`config.mk`:
```
export PLATFORM = sky130hd
export DESIGN_NAME = keypad_code_lock_core_flat
export DESIGN_NICKNAME = d
export VERILOG_FILES = /design/src/rtl/kcl_pkg.sv /design/src/rtl/kcl_in_if.sv /design/src/rtl/kcl_out_if.sv /design/src/rtl/kcl_scan.sv /design/src/rtl/keypad_code_lock_core.sv /design/src/flat_wrapper.sv
export SDC_FILE = /design/constraint.sdc
export NUM_CORES = 1
export LEC_CHECK = 0
export ABC_AREA = 1
export BUFFER_PORTS_ARGS = -buffer_cell sky130_fd_sc_hd__buf_2
export CORE_ASPECT_RATIO = 1.2
export CORE_UTILIZATION = 57
export CTS_BUF_LIST = sky130_fd_sc_hd__clkbuf_4 sky130_fd_sc_hd__clkbuf_8
export DETAILED_ROUTE_END_ITERATION = 8
export GPL_TIMING_DRIVEN = 0
export PLACE_DENSITY = 0.84
export SKIP_LAST_GASP = 1
export SYNTH_ARGS = -nofsm -noshare
export SYNTH_HDL_FRONTEND = slang
export SYNTH_HIERARCHICAL = 1
export SYNTH_SLANG_ARGS = --single-unit
```
`constraint.sdc`:
```
create_clock -name clk -period 3.3 [get_ports clk]
set_input_delay 0.99 -clock clk [delete_from_list [all_inputs] [get_ports clk]]
set_output_delay 0.99 -clock clk [all_outputs]
set_load 0.01 [all_outputs]
```
`src/rtl/kcl_pkg.sv`:
```
// Shared types, constants and helpers for the keypad code lock.
// No dependencies; kcl_in_if, kcl_scan and keypad_code_lock_core refer to this package by scope.
`default_nettype none

package kcl_pkg;

  // Key matrix geometry defaults and the fixed width of the raw key field
  localparam int KEY_ROWS_DEF = 4;
  localparam int KEY_COLS_DEF = 4;
  localparam int RAW_W        = 16;
  localparam int IDX_W        = 4;

  // Configuration port
  localparam int CFG_IDX_W  = 3;
  localparam int CFG_DATA_W = 16;

  localparam logic [CFG_IDX_W-1:0] CFG_CODE_FIRST  = 3'd0;
  localparam logic [CFG_IDX_W-1:0] CFG_CODE_SECOND = 3'd1;
  localparam logic [CFG_IDX_W-1:0] CFG_DEBOUNCE    = 3'd2;
  localparam logic [CFG_IDX_W-1:0] CFG_OPEN        = 3'd3;
  localparam logic [CFG_IDX_W-1:0] CFG_BLINK_HALF  = 3'd4;
  localparam logic [CFG_IDX_W-1:0] CFG_BLINK_CYC   = 3'd5;
  localparam logic [CFG_IDX_W-1:0] CFG_LOCKOUT     = 3'd6;

  // Register reset values
  localparam logic [7:0]  CODE_FIRST_RST  = 8'h30;   // '0'
  localparam logic [7:0]  CODE_SECOND_RST = 8'h39;   // '9'
  localparam logic [7:0]  DEBOUNCE_RST    = 8'd20;
  localparam logic [15:0] OPEN_RST        = 16'd3000;
  localparam logic [15:0] BLINK_HALF_RST  = 16'd500;
  localparam logic [3:0]  BLINK_CYC_RST   = 4'd6;
  localparam logic [15:0] LOCKOUT_RST     = 16'd5000;

  // Verdict codes
  localparam logic [1:0] VERDICT_NONE  = 2'd0;
  localparam logic [1:0] VERDICT_OPEN  = 2'd1;
  localparam logic [1:0] VERDICT_WRONG = 2'd2;

  // Phase codes as reported on the result channel
  localparam logic [2:0] PHASE_CODE_WAIT    = 3'd0;
  localparam logic [2:0] PHASE_CODE_RELEASE = 3'd1;
  localparam logic [2:0] PHASE_CODE_OPEN    = 3'd2;
  localparam logic [2:0] PHASE_CODE_BLINK   = 3'd3;
  localparam logic [2:0] PHASE_CODE_LOCK    = 3'd4;

  typedef enum logic [4:0] {
    PH_WAIT    = 5'b00001,
    PH_RELEASE = 5'b00010,
    PH_OPEN    = 5'b00100,
    PH_BLINK   = 5'b01000,
    PH_LOCK    = 5'b10000
  } phase_t;

  // Result of one scan of the key matrix
  typedef struct packed {
    logic             hit;
    logic [IDX_W-1:0] idx;
    logic [7:0]       ch;
  } scan_t;

  // Character legend of the 4x4 pad, row-major
  localparam logic [7:0] CHAR_MAP [4][4] = '{
    '{8'h2A, 8'h30, 8'h23, 8'h44},   // * 0 # D
    '{8'h37, 8'h38, 8'h39, 8'h43},   // 7 8 9 C
    '{8'h34, 8'h35, 8'h36, 8'h42},   // 4 5 6 B
    '{8'h31, 8'h32, 8'h33, 8'h41}    // 1 2 3 A
  };

  function automatic logic [7:0] char_at(input int row, input int col);
    logic [1:0] r2;
    logic [1:0] c2;
    r2 = row[1:0];
    c2 = col[1:0];
    if (row < 4 && col < 4) begin
      return CHAR_MAP[r2][c2];
    end
    return 8'h00;
  endfunction

  function automatic logic [2:0] phase_code(input phase_t ph);
    logic [2:0] code;
    unique case (ph)
      PH_WAIT:    code = PHASE_CODE_WAIT;
      PH_RELEASE: code = PHASE_CODE_RELEASE;
      PH_OPEN:    code = PHASE_CODE_OPEN;
      PH_BLINK:   code = PHASE_CODE_BLINK;
      PH_LOCK:    code = PHASE_CODE_LOCK;
      default:    code = PHASE_CODE_WAIT;
    endcase
    return code;
  endfunction

endpackage

`default_nettype wire

```
`src/rtl/kcl_in_if.sv`:
```
// Input channel of the keypad code lock: one raw key matrix per beat.
// Depends on kcl_pkg for the field width.
`default_nettype none

interface kcl_in_if;
  logic                     valid;
  logic                     ready;
  logic [kcl_pkg::RAW_W-1:0] raw_keys;

  modport source (output valid, output raw_keys, input ready);
  modport sink   (input valid, input raw_keys, output ready);
endinterface

`default_nettype wire

```
`src/rtl/kcl_out_if.sv`:
```
// Result channel of the keypad code lock: one result beat per input beat.
// Standalone; the widths are the fixed field widths.
`default_nettype none

interface kcl_out_if;
  logic       valid;
  logic       ready;
  logic       key_valid;
  logic [7:0] key_char;
  logic [1:0] verdict;
  logic       leds_on;
  logic       clear_display;
  logic [2:0] phase;

  modport source (output valid, output key_valid, output key_char, output verdict,
                  output leds_on, output clear_display, output phase, input ready);
  modport sink   (input valid, input key_valid, input key_char, input verdict,
                  input leds_on, input clear_display, input phase, output ready);
endinterface

`default_nettype wire

```
`src/rtl/kcl_scan.sv`:
```
// Key matrix scanner: priority pick of the pressed key and its character.
// Depends on kcl_pkg (scan_t, char_at).
`default_nettype none

module kcl_scan #(
  parameter int KEY_ROWS = kcl_pkg::KEY_ROWS_DEF,
  parameter int KEY_COLS = kcl_pkg::KEY_COLS_DEF
) (
  input  wire logic [kcl_pkg::RAW_W-1:0] raw_keys,
  output kcl_pkg::scan_t                 scan
);

  localparam int NKEYS = (KEY_ROWS * KEY_COLS < kcl_pkg::RAW_W) ?
                         KEY_ROWS * KEY_COLS : kcl_pkg::RAW_W;

  logic [7:0]              char_lut [kcl_pkg::RAW_W];
  logic                    hit;
  logic [kcl_pkg::IDX_W-1:0] idx;

  // Legend per bit position; keys past the pad edge have no character
  always_comb begin
    for (int i = 0; i < kcl_pkg::RAW_W; i++) begin
      if (i < NKEYS) begin
        char_lut[i] = kcl_pkg::char_at(i / KEY_COLS, i % KEY_COLS);
      end else begin
        char_lut[i] = 8'h00;
      end
    end
  end

  // Lowest row first, then lowest column: the lowest existing set bit wins
  always_comb begin
    hit = 1'b0;
    idx = '0;
    for (int i = NKEYS - 1; i >= 0; i--) begin
      if (raw_keys[i]) begin
        hit = 1'b1;
        idx = kcl_pkg::IDX_W'(i);
      end
    end
  end

  assign scan.hit = hit;
  assign scan.idx = idx;
  assign scan.ch  = hit ? char_lut[idx] : 8'h00;

endmodule

`default_nettype wire

```
`src/rtl/keypad_code_lock_core.sv`:
```
// Top level of the keypad code lock: config registers, lock sequencer, beat registers.
// Depends on kcl_pkg, kcl_in_if, kcl_out_if and kcl_scan.
//
// Usage
//   in_ch  : one beat per millisecond tick, carrying the raw key matrix (bit row*cols+col).
//   out_ch : exactly one result beat per input beat, in order: accepted key and its
//            ASCII character, verdict, LED drive, display-clear strobe and phase.
//   cfg_*  : write-only register port, taken on any edge with cfg_we high; write it
//            only while no beat is in flight.
// Timing
//   An input beat is held in an input register, the lock sequencer steps once on it
//   and the result lands in the output register. One beat per cycle is sustained while
//   out_ch is not stalled; the rate is set by the combinational sequencer step between
//   the two registers.
// Stalls
//   While out_ch is stalled the output register holds its beat, the input register
//   may still take one beat, and in_ch.ready drops only once both are full.
// Reset
//   rst_n (synchronous, active low) empties both beat registers, restores the register
//   defaults (code "09", 20-tick sampling, 3000 open, 500 blink half, 6 blinks,
//   5000 lockout) and puts the sequencer in wait-for-key with no digit held.
`default_nettype none

module keypad_code_lock_core #(
  parameter int KEY_ROWS = kcl_pkg::KEY_ROWS_DEF,
  parameter int KEY_COLS = kcl_pkg::KEY_COLS_DEF
) (
  input  wire logic                          clk,
  input  wire logic                          rst_n,
  kcl_in_if.sink                             in_ch,
  kcl_out_if.source                          out_ch,
  input  wire logic                          cfg_we,
  input  wire logic [kcl_pkg::CFG_IDX_W-1:0]  cfg_index,
  input  wire logic [kcl_pkg::CFG_DATA_W-1:0] cfg_wdata
);

  // ---------------------------------------------------------------- config registers
  logic [7:0]  code_first_r, code_second_r, debounce_r;
  logic [15:0] open_r, blink_half_r, lockout_r;
  logic [3:0]  blink_cyc_r;

  always_ff @(posedge clk) begin
    if (!rst_n) begin
      code_first_r  <= kcl_pkg::CODE_FIRST_RST;
      code_second_r <= kcl_pkg::CODE_SECOND_RST;
      debounce_r    <= kcl_pkg::DEBOUNCE_RST;
      open_r        <= kcl_pkg::OPEN_RST;
      blink_half_r  <= kcl_pkg::BLINK_HALF_RST;
      blink_cyc_r   <= kcl_pkg::BLINK_CYC_RST;
      lockout_r     <= kcl_pkg::LOCKOUT_RST;
    end else if (cfg_we) begin
      unique case (cfg_index)
        kcl_pkg::CFG_CODE_FIRST:  code_first_r  <= cfg_wdata[7:0];
        kcl_pkg::CFG_CODE_SECOND: code_second_r <= cfg_wdata[7:0];
        kcl_pkg::CFG_DEBOUNCE:    debounce_r    <= cfg_wdata[7:0];
        kcl_pkg::CFG_OPEN:        open_r        <= cfg_wdata;
        kcl_pkg::CFG_BLINK_HALF:  blink_half_r  <= cfg_wdata;
        kcl_pkg::CFG_BLINK_CYC:   blink_cyc_r   <= cfg_wdata[3:0];
        kcl_pkg::CFG_LOCKOUT:     lockout_r     <= cfg_wdata;
        default: ;                // drop writes past the register list
      endcase
    end
  end

  // ---------------------------------------------------------------- beat registers
  logic                      in_valid_r;
  logic [kcl_pkg::RAW_W-1:0] in_keys_r;
  logic                      out_valid_r;
  logic                      advance;

  // Step the sequencer whenever a held input beat can move into the output register
  assign advance      = in_valid_r && (!out_valid_r || out_ch.ready);
  assign in_ch.ready  = !in_valid_r || advance;

  always_ff @(posedge clk) begin
    if (!rst_n) begin
      in_valid_r <= 1'b0;
    end else if (in_ch.ready) begin
      in_valid_r <= in_ch.valid;
    end
  end

  always_ff @(posedge clk) begin
    if (in_ch.valid && in_ch.ready) begin
      in_keys_r <= in_ch.raw_keys;
    end
  end

  // ---------------------------------------------------------------- key scan
  kcl_pkg::scan_t scan;

  kcl_scan #(
    .KEY_ROWS (KEY_ROWS),
    .KEY_COLS (KEY_COLS)
  ) u_scan (
    .raw_keys (in_keys_r),
    .scan     (scan)
  );

  // ---------------------------------------------------------------- lock sequencer
  kcl_pkg::phase_t phase_r, phase_nxt;
  logic [15:0] period_r, period_nxt;
  logic [7:0]  sample_tmr_r, sample_tmr_nxt;
  logic [4:0]  last_r, last_nxt;               // {valid, key index}
  logic [7:0]  first_digit_r, first_digit_nxt;
  logic        digit_cnt_r, digit_cnt_nxt;
  logic [3:0]  blink_cnt_r, blink_cnt_nxt;
  logic [7:0]  held_key_r, held_key_nxt;
  logic        lit_r, lit_nxt;

  logic        kv;
  logic [7:0]  kc;
  logic [1:0]  verdict;
  logic        clr;
  logic        leds;

  logic [7:0]  deb_period;
  logic [15:0] open_load, half_load;
  logic [3:0]  blink_load;
  logic        sample_due;
  logic [4:0]  scan_code;

  assign deb_period = (debounce_r == 8'd0) ? 8'd1 : debounce_r;
  assign open_load  = (open_r == 16'd0) ? 16'd1 : open_r;
  assign half_load  = (blink_half_r == 16'd0) ? 16'd1 : blink_half_r;
  assign blink_load = (blink_cyc_r == 4'd0) ? 4'd1 : blink_cyc_r;
  assign sample_due = ({1'b0, sample_tmr_r} + 9'd1) >= {1'b0, deb_period};
  assign scan_code  = {scan.hit, scan.idx};

  always_comb begin
    phase_nxt       = phase_r;
    period_nxt      = period_r;
    sample_tmr_nxt  = sample_tmr_r;
    last_nxt        = last_r;
    first_digit_nxt = first_digit_r;
    digit_cnt_nxt   = digit_cnt_r;
    blink_cnt_nxt   = blink_cnt_r;
    held_key_nxt    = held_key_r;
    lit_nxt         = lit_r;
    kv              = 1'b0;
    kc              = 8'h00;
    verdict         = kcl_pkg::VERDICT_NONE;
    clr             = 1'b0;

    unique case (phase_r)
      kcl_pkg::PH_WAIT: begin
        if (sample_due) begin
          sample_tmr_nxt = 8'd0;
          // Accept on two agreeing samples of a key that has a character
          if (scan.hit && scan_code == last_r && scan.ch != 8'h00) begin
            kv           = 1'b1;
            kc           = scan.ch;
            held_key_nxt = scan.ch;
            clr          = !digit_cnt_r;
            phase_nxt    = kcl_pkg::PH_RELEASE;
          end else begin
            last_nxt = scan_code;
          end
        end else begin
          sample_tmr_nxt = sample_tmr_r + 8'd1;
        end
      end

      kcl_pkg::PH_RELEASE: begin
        if (sample_due) begin
          sample_tmr_nxt = 8'd0;
          if (scan.ch == 8'h00) begin
            last_nxt = 5'd0;
            if (!digit_cnt_r) begin
              first_digit_nxt = held_key_r;
              digit_cnt_nxt   = 1'b1;
              phase_nxt       = kcl_pkg::PH_WAIT;
            end else begin
              digit_cnt_nxt = 1'b0;
              if (first_digit_r == code_first_r && held_key_r == code_second_r) begin
                verdict    = kcl_pkg::VERDICT_OPEN;
                phase_nxt  = kcl_pkg::PH_OPEN;
                period_nxt = open_load;
              end else begin
                verdict       = kcl_pkg::VERDICT_WRONG;
                phase_nxt     = kcl_pkg::PH_BLINK;
                lit_nxt       = 1'b1;
                blink_cnt_nxt = blink_load;
                period_nxt    = half_load;
              end
            end
          end
        end else begin
          sample_tmr_nxt = sample_tmr_r + 8'd1;
        end
      end

      kcl_pkg::PH_OPEN: begin
        if (period_r <= 16'd1) begin
          // Enter lockout, or skip straight to waiting when it is zero
          sample_tmr_nxt = 8'd0;
          last_nxt       = 5'd0;
          if (lockout_r == 16'd0) begin
            phase_nxt = kcl_pkg::PH_WAIT;
            clr       = 1'b1;
          end else begin
            phase_nxt  = kcl_pkg::PH_LOCK;
            period_nxt = lockout_r;
          end
        end else begin
          period_nxt = period_r - 16'd1;
        end
      end

      kcl_pkg::PH_BLINK: begin
        if (period_r <= 16'd1) begin
          if (lit_r) begin
            lit_nxt    = 1'b0;
            period_nxt = half_load;
          end else begin
            blink_cnt_nxt = blink_cnt_r - 4'd1;
            if (blink_cnt_nxt == 4'd0) begin
              sample_tmr_nxt = 8'd0;
              last_nxt       = 5'd0;
              if (lockout_r == 16'd0) begin
                phase_nxt = kcl_pkg::PH_WAIT;
                clr       = 1'b1;
              end else begin
                phase_nxt  = kcl_pkg::PH_LOCK;
                period_nxt = lockout_r;
              end
            end else begin
              lit_nxt    = 1'b1;
              period_nxt = half_load;
            end
          end
        end else begin
          period_nxt = period_r - 16'd1;
        end
      end

      kcl_pkg::PH_LOCK: begin
        if (period_r <= 16'd1) begin
          phase_nxt      = kcl_pkg::PH_WAIT;
          clr            = 1'b1;
          sample_tmr_nxt = 8'd0;
          last_nxt       = 5'd0;
        end else begin
          period_nxt = period_r - 16'd1;
        end
      end

      default: begin
        phase_nxt      = kcl_pkg::PH_WAIT;
        sample_tmr_nxt = 8'd0;
        last_nxt       = 5'd0;
      end
    endcase

    leds = (phase_nxt == kcl_pkg::PH_OPEN) || (phase_nxt == kcl_pkg::PH_BLINK && lit_nxt);
  end

  always_ff @(posedge clk) begin
    if (!rst_n) begin
      phase_r       <= kcl_pkg::PH_WAIT;
      period_r      <= 16'd0;
      sample_tmr_r  <= 8'd0;
      last_r        <= 5'd0;
      first_digit_r <= 8'd0;
      digit_cnt_r   <= 1'b0;
      blink_cnt_r   <= 4'd0;
      held_key_r    <= 8'd0;
      lit_r         <= 1'b0;
    end else if (advance) begin
      phase_r       <= phase_nxt;
      period_r      <= period_nxt;
      sample_tmr_r  <= sample_tmr_nxt;
      last_r        <= last_nxt;
      first_digit_r <= first_digit_nxt;
      digit_cnt_r   <= digit_cnt_nxt;
      blink_cnt_r   <= blink_cnt_nxt;
      held_key_r    <= held_key_nxt;
      lit_r         <= lit_nxt;
    end
  end

  // ---------------------------------------------------------------- result register
  logic       key_valid_r, leds_r, clr_r;
  logic [7:0] key_char_r;
  logic [1:0] verdict_r;
  logic [2:0] phase_out_r;

  always_ff @(posedge clk) begin
    if (!rst_n) begin
      out_valid_r <= 1'b0;
    end else if (advance) begin
      out_valid_r <= 1'b1;
    end else if (out_ch.ready) begin
      out_valid_r <= 1'b0;
    end
  end

  always_ff @(posedge clk) begin
    if (advance) begin
      key_valid_r <= kv;
      key_char_r  <= kc;
      verdict_r   <= verdict;
      leds_r      <= leds;
      clr_r       <= clr;
      phase_out_r <= kcl_pkg::phase_code(phase_nxt);
    end
  end

  assign out_ch.valid         = out_valid_r;
  assign out_ch.key_valid     = key_valid_r;
  assign out_ch.key_char      = key_char_r;
  assign out_ch.verdict       = verdict_r;
  assign out_ch.leds_on       = leds_r;
  assign out_ch.clear_display = clr_r;
  assign out_ch.phase         = phase_out_r;

`ifndef SYNTHESIS
  // A verdict is only ever reported together with the phase it leads into
  a_verdict_phase: assert property (@(posedge clk) disable iff (!rst_n)
    (out_valid_r && verdict_r == kcl_pkg::VERDICT_OPEN) |->
      (phase_out_r == kcl_pkg::PHASE_CODE_OPEN))
    else $error("open verdict without open phase");

  a_wrong_phase: assert property (@(posedge clk) disable iff (!rst_n)
    (out_valid_r && verdict_r == kcl_pkg::VERDICT_WRONG) |->
      (phase_out_r == kcl_pkg::PHASE_CODE_BLINK && leds_r))
    else $error("wrong verdict without lit blink phase");

  // An accepted key always moves the lock to waiting for release
  a_key_release: assert property (@(posedge clk) disable iff (!rst_n)
    (out_valid_r && key_valid_r) |->
      (phase_out_r == kcl_pkg::PHASE_CODE_RELEASE && key_char_r != 8'h00))
    else $error("accepted key without release phase");

  // The sequencer must not step while its beat cannot be delivered
  a_hold_state: assert property (@(posedge clk) disable iff (!rst_n)
    (in_valid_r && !advance) |=> ($stable(phase_r) && $stable(period_r)))
    else $error("sequencer stepped during a stall");
`endif

endmodule

`default_nettype wire
```
`src/flat_wrapper.sv`:
```
// flat-port wrapper written by rule: the top's interface ports become plain ports
module keypad_code_lock_core_flat 
#(
  parameter int KEY_ROWS = kcl_pkg::KEY_ROWS_DEF,
  parameter int KEY_COLS = kcl_pkg::KEY_COLS_DEF
)
  (clk, rst_n, cfg_we, cfg_index, cfg_wdata, in_ch_valid, in_ch_raw_keys, in_ch_ready, out_ch_valid, out_ch_key_valid, out_ch_key_char, out_ch_verdict, out_ch_leds_on, out_ch_clear_display, out_ch_phase, out_ch_ready);
  kcl_in_if in_ch_i ();
  kcl_out_if out_ch_i ();
  input  wire logic clk;
  input  wire logic rst_n;
  input  wire logic cfg_we;
  input  wire logic [kcl_pkg::CFG_IDX_W-1:0] cfg_index;
  input  wire logic [kcl_pkg::CFG_DATA_W-1:0] cfg_wdata;
  input wire logic [$bits(in_ch_i.valid)-1:0] in_ch_valid;
  input wire logic [$bits(in_ch_i.raw_keys)-1:0] in_ch_raw_keys;
  output wire logic [$bits(in_ch_i.ready)-1:0] in_ch_ready;
  output wire logic [$bits(out_ch_i.valid)-1:0] out_ch_valid;
  output wire logic [$bits(out_ch_i.key_valid)-1:0] out_ch_key_valid;
  output wire logic [$bits(out_ch_i.key_char)-1:0] out_ch_key_char;
  output wire logic [$bits(out_ch_i.verdict)-1:0] out_ch_verdict;
  output wire logic [$bits(out_ch_i.leds_on)-1:0] out_ch_leds_on;
  output wire logic [$bits(out_ch_i.clear_display)-1:0] out_ch_clear_display;
  output wire logic [$bits(out_ch_i.phase)-1:0] out_ch_phase;
  input wire logic [$bits(out_ch_i.ready)-1:0] out_ch_ready;
  assign in_ch_i.valid = in_ch_valid;
  assign in_ch_i.raw_keys = in_ch_raw_keys;
  assign in_ch_ready = in_ch_i.ready;
  assign out_ch_valid = out_ch_i.valid;
  assign out_ch_key_valid = out_ch_i.key_valid;
  assign out_ch_key_char = out_ch_i.key_char;
  assign out_ch_verdict = out_ch_i.verdict;
  assign out_ch_leds_on = out_ch_i.leds_on;
  assign out_ch_clear_display = out_ch_i.clear_display;
  assign out_ch_phase = out_ch_i.phase;
  assign out_ch_i.ready = out_ch_ready;
  keypad_code_lock_core #(.KEY_ROWS(KEY_ROWS), .KEY_COLS(KEY_COLS)) u_core (.clk(clk), .rst_n(rst_n), .in_ch(in_ch_i), .out_ch(out_ch_i), .cfg_we(cfg_we), .cfg_index(cfg_index), .cfg_wdata(cfg_wdata));
endmodule
```
# After elaboration in Yosys (flattened, before gate mapping)

Memory sizes are Yosys's and may differ from the RTL's.
Index checks and enable logic that the tools add are counted.

Flip-flop bits (word level): 166
Latch bits: 0
Bits in writable memories: 0
Bits in read-only memories: 128
Bits of input ports: 40
Word-level logic and storage cells: 215
Memories kept: 1

$add $sub $neg: 4
$mul: 0
Divide/modulo/power cells: 0
$lt $le $gt $ge: 3
Equal/unequal tests: 29
Shift operators: 0
Muxes and demuxes: 108
Bitwise operators: 2
Reduce and logical (&&, ||, !) cells: 43

Memory list:

| name             | words | width | rd ports | clocked after memory_dff | write ports | line           | text |
|---|---|---|---|---|---|---|---|
| (name not given) | 16    | 8     | 1        | 0                        | 0           | kcl_scan.sv:45 | `assign scan.ch = hit ? char_lut[idx] : 8'h00;` |

Operators with widths:

| kind                  | number |
|---|---|
| $mux 16               | 12 |
| $mux 4                | 24 |
| $mux 5                | 19 |
| $mux 8                | 9 |
| $pmux 16 s4           | 1 |
| $logic_not 16->1      | 3 |
| $mux 1                | 35 |
| $pmux 5 s5            | 1 |
| $pmux 8 s3            | 1 |
| $pmux 5 s4            | 1 |
| $eq 8x8->1            | 2 |
| $le 16x1->1 const B   | 1 |
| $logic_not 8->1       | 2 |
| $reduce_and 2->1      | 8 |
| $sub 16x1->16 const B | 1 |
| $ne 2x1->1 const B    | 7 |
| $pmux 3 s4            | 1 |
| $reduce_and 4->1      | 3 |
| $eq 5x2->1 const B    | 2 |
| $eq 5x3->1 const B    | 2 |
| $eq 5x4->1 const B    | 2 |
| $eq 5x5->1 const B    | 2 |
| $reduce_and 5->1      | 2 |
| $add 8x1->9 const B   | 1 |
| other kinds (29)      | 47 |

# Depth between registers and ports, before layout

Word-level depth: 29
Depth in mapped cells: 34
Gate-level depth less buffers: 33

# Cells and area by module

The synthesis kept the hierarchy.

By module, submodules not included:

| module                | times used | cells each | area each (um^2) | seq. area each (um^2) |
|---|---|---|---|---|
| keypad_code_lock_core | 1          | 1270       | 8829.7           | 3643.5 |
| kcl_scan              | 1          | 93         | 478.0            | 0.0 |

# Least setup slack after synthesis

OpenSTA, ideal clock, no wires.

Path type: flip-flop to flip-flop
From: register u_core/in_keys_r[14] in the netlist's numbering
To: register u_core.held_key_r[6]
Setup time: 66 ps
Data arrival time: 3108 ps
Required time: 3234 ps
Path slack: 126 ps
Stages on the path, launching flop included: 35
Path buffers: 1
Clock period less this slack: 3174 ps
Path through: edfxtp_1 > inv_1 > nand2_1 > nand2_1 > nand2_1 > nand2_1 > nand2_1 > nand2_1 > nand2_1 > nand2_1 > nand2_1 > nand2_1 > nand2_1 > nand2_1 > nand2_1 > nand2_1 > nand2_1 > ha_1 > or2_4 > nand2_2 > inv_2 > a21oi_2 > a21oi_2 > inv_1 > nand4_1 > nor2_1 > nor2_1 > nand3_1 > inv_1 > nand2_4 > inv_4 > nand2_4 > buf_8 > o21ai_2 > a21oi_2

RTL lines:

| element                  | line                         | text |
|---|---|---|
| start: declaration       | keypad_code_lock_core.sv:67  | `logic [kcl_pkg::RAW_W-1:0] in_keys_r;` |
| start signal: assignment | keypad_code_lock_core.sv:85  | `in_keys_r <= in_ch.raw_keys;` |
| end signal: assignment   | keypad_code_lock_core.sv:277 | `held_key_r <= held_key_nxt;` |
| end: declaration         | keypad_code_lock_core.sv:108 | `logic [7:0] held_key_r, held_key_nxt;` |

==> impl_metrics.py <==
metrics = {
    "global_routing": {
        "grt_max_degree": 26,
        "antenna_found_initial": 0,
        "grt_pass1_wl_mm": 41.3,
        "grt_use_total": 0.315,
        "grt_pass1_vias": 8335,
        "gr-total-overflow": 0,
    },
    "floorplanning": {
        "fp.dieArea_sq_mm": 0.0168,
        "row_count": 50,
        "core_area_sq_mm": 0.0158,
        "io_pins": 58,
        "die_width_um": 119,
        "start_util": 0.590,
        "die-height_um": 142,
    },
    "outcome": {
        "outcome": "finished, violations left",
        "violations": "setup timing",
    },
    "finish": {
        "nets": 1523,
        "mostFrequentLayoutCell": "nand2_1",
        "layout-drive-gt1-share": 0.171,
        "nFillCells": 1328,
        "multi_input_area_sq_mm": 0.00494,
        "area.growth.synth_to_final_pct": 15.1,
        "layout_common_cells": "343 x nand2_1, 176 x nor2_1, 160 x inv_1",
        "antenna_cells": 0,
        "seqCellArea_sq_mm": 0.00364,
    },
    "synth": {
        "syn-num-nets": 1421,
        "seq_area_frac_synth": 0.391,
        "synth-seq-cells": 166,
        "yosys.area_share.simple": 0.344,
        "synthMuxAreaShare": 0,
        "synth_top_family_by_area": "simple AND/OR/NAND/NOR gates",
        "synthAdderAreaFrac": 0.0242,
        "postSynthCellCount": 1363,
        "synthXorXnorAreaFrac": 0.0254,
        "syn_avg_cell_area_sq_um": 6.83,
        "synth-compound-area-share": 0.114,
        "synthDistinctLibCells": 51,
        "netlist_area_sq_mm": 0.00931,
        "ys_warn_count": 6,
    },
    "sta": {
        "setup_viol": 41,
        "fmax_ghz": 0.294,
        "worst_pin_slew_ns": 1.03,
        "max_slew_margin": 0.306,
        "post-route-period-util": 1.03,
        "period_needed_ns": 3.41,
        "timing.final.max_slew_violations": 0,
        "finalHoldViolCount": 0,
        "fin_worst_skew_ns": 0.0153,
        "worst_slack_ns": -0.106,
        "finalHoldWorstSlack_ns": 0.486,
        "rsz0062_at_grt": "true",
    },
    "place": {
        "dpl.hpwl_mm": 19.5,
        "place_congestion": 0.964,
        "io_buffers": 56,
    },
    "setup_path": {
        "cp-end-kind": "flop",
        "cp.required_ns": 3.64,
        "cpMaxStageDelayCell": "edfxtp_1",
        "cp.arrival_ns": 3.75,
        "cp-start-kind": "flop",
        "path_class": "flop to flop",
        "cp_common_cell": "nand2_1",
        "critPathMaxFanout": 5,
        "cp_slowest_stage_delay_ns": 0.38,
    },
    "route": {
        "dr_total_vias": 9267,
        "ant_nets": 0,
        "finalWirelength_mm": 26.9,
        "via_per_inst": 5.50,
        "wl_per_cell_um": 15.9,
        "drt_iter0_drc": 790,
        "drcViolationCount": 0,
        "firstDrtPassIters": 6,
    },
    "clocking": {
        "htreeDepth": 4,
        "clk_pin_slew_worst_paths_ns": 0.09,
        "clockBufferDepth": 2,
        "numCtsBuffers": 17,
        "clock_latency_ns": 0.47,
        "ctsRootBufferMaster": "clkbuf_8",
        "clock_sinks": 166,
        "cts_tree": "built",
    },
    "hold_path": {
        "hold_class": "flop to flop",
    },
    "flow_run": {
        "maxCapViolations": 0,
    },
    "pwr": {
        "power.total_w": 0.00429,
        "p_leak_nw": 5.14,
        "p_per_area_mw_per_mm2": 401,
        "ir_drop_uv": 354,
    },
}
synth_stat cells (all sizes together):
library cell / n / area [sq um]
a41o: 1 / 10.0
a211oi: 3 / 22.5
clkbuf: 19 / 71.3
o221ai: 1 / 8.76
dfxtp: 134 / 2680
nand2: 372 / 1460
buf: 22 / 169
xor2: 27 / 236
o211ai: 12 / 90.1
o21bai: 3 / 26.3
o21ai: 93 / 492
inv: 184 / 693
nor3: 8 / 50.1
a21o: 2 / 15.0
nor3b: 1 / 7.51
nand3: 120 / 633
and3: 2 / 12.5
clkinv: 2 / 7.51
and2: 1 / 8.76
conb: 1 / 3.75
or2: 4 / 27.5
a21oi: 69 / 364
nor2: 208 / 853
ha: 18 / 225
a31oi: 4 / 25.0
nand4: 17 / 121
edfxtp: 32 / 961
nor4: 2 / 27.5
o22ai: 1 / 6.26
registers in the layout, indices dropped and copies added, names as in the netlist, 5 cells and up:
register,cells
u_core/blink_half_r,16
u_core/in_keys_r,16
u_core/lockout_r,16
u_core/open_r,16
u_core/period_r,16
u_core/code_first_r,8
u_core/code_second_r,8
u_core/debounce_r,8
u_core/first_digit_r,8
u_core/held_key_r,8
u_core/out_ch.key_char,8
u_core/sample_tmr_r,8
u_core/last_r,5
u_core/phase_r,5
metal layers:
metal	part of all wire	up-vias	global-route usage	wire, um
met1	0.40	4245	0.374	10600
li1	-	4539	-	-
met2	0.49	409	0.545	13300
met5	0	-	0	0
met4	0.043	0	0.173	1160
met3	0.068	74	0.0529	1840
timing repair:
| item | CTS | global route |
|---|---|---|
| endpoints found under the setup margin | 59 | 61 |
| hold buffers | 0 | 0 |
| gates resized for setup | 22 | 60 |
| endpoints found under the hold margin | 0 | 0 |
| gates cloned | 2 | 2 |
| setup buffers | 6 | 17 |
| pin swaps | 8 | 31 |
power breakdown:
group	switching [W]	leakage (nW)	internal, W
Sequential	0.0000516	1.39	0.00214
Clock	0.000770	0.196	0.000644
Combinational	0.000463	3.55	0.000225
cells by family (layout without fill, tap and decap cells):
group                      Yosys count  in the layout
AOI/OAI and AO/OA                  189            189
xor gates and xnor gates            27             27
DFF                                166            166
adders and majority gates           18             18
other                                1              1
buffers and inverters              227            342
and+or+nand+nor                    735            735
path summary, 6_finish.rpt:
check	startpoint	end	slack [ns]	depth (start not counted)
max	u_core/in_keys_r[14]	u_core/period_r[9]	-0.11	33
min reg2reg	u_core/lockout_r[13]	u_core/lockout_r[13]	0.49	2
min	u_core/lockout_r[13]	u_core/lockout_r[13]	0.49	2
max reg2reg	u_core/in_keys_r[14]	u_core/period_r[9]	-0.11	33
final cells by class:
type / count / area share
buffer: 41 / 0.0231
clock buffer: 21 / 0.0252
clock inverter: 11 / 0.00911
inverter: 186 / 0.0659
multi-input combinational: 970 / 0.462
sequential: 166 / 0.340
tap: 208 / 0.0243
timing repair buffer: 83 / 0.0507
through the flow:
| stage | setup TNS (ns) | utilization | setup slack (ns) | cell area (sq um) | std cells |
|---|---|---|---|---|---|
| 2_1_floorplan | 0 | - | 0.126 | 9310 | 1363 |
| 3_3_place_gp | -11.74 | 0.625 | -0.372 | 9850 | 1627 |
| 3_5_place_dp | -14.77 | 0.625 | -0.421 | 9850 | 1627 |
| 4_1_cts | 0 | 0.658 | 0.000104 | 10400 | 1667 |
| 5_1_grt | -16.84 | 0.679 | -0.385 | 10700 | 1686 |
| 6_report | -1.67 | 0.679 | -0.106 | 10700 | 1686 |
critical path: cells and delay by family (launching register included):
| family | cells | cell delay [ns] |
|---|---|---|
| AOI/OAI and AO/OA | 2 | 0.18 |
| adders and majority gates | 1 | 0.21 |
| buffers and inverters | 5 | 0.42 |
| DFF | 1 | 0.38 |
| and+or+nand+nor | 25 | 2.10 |
Note: power is estimated with default switching activity, not from simulation.
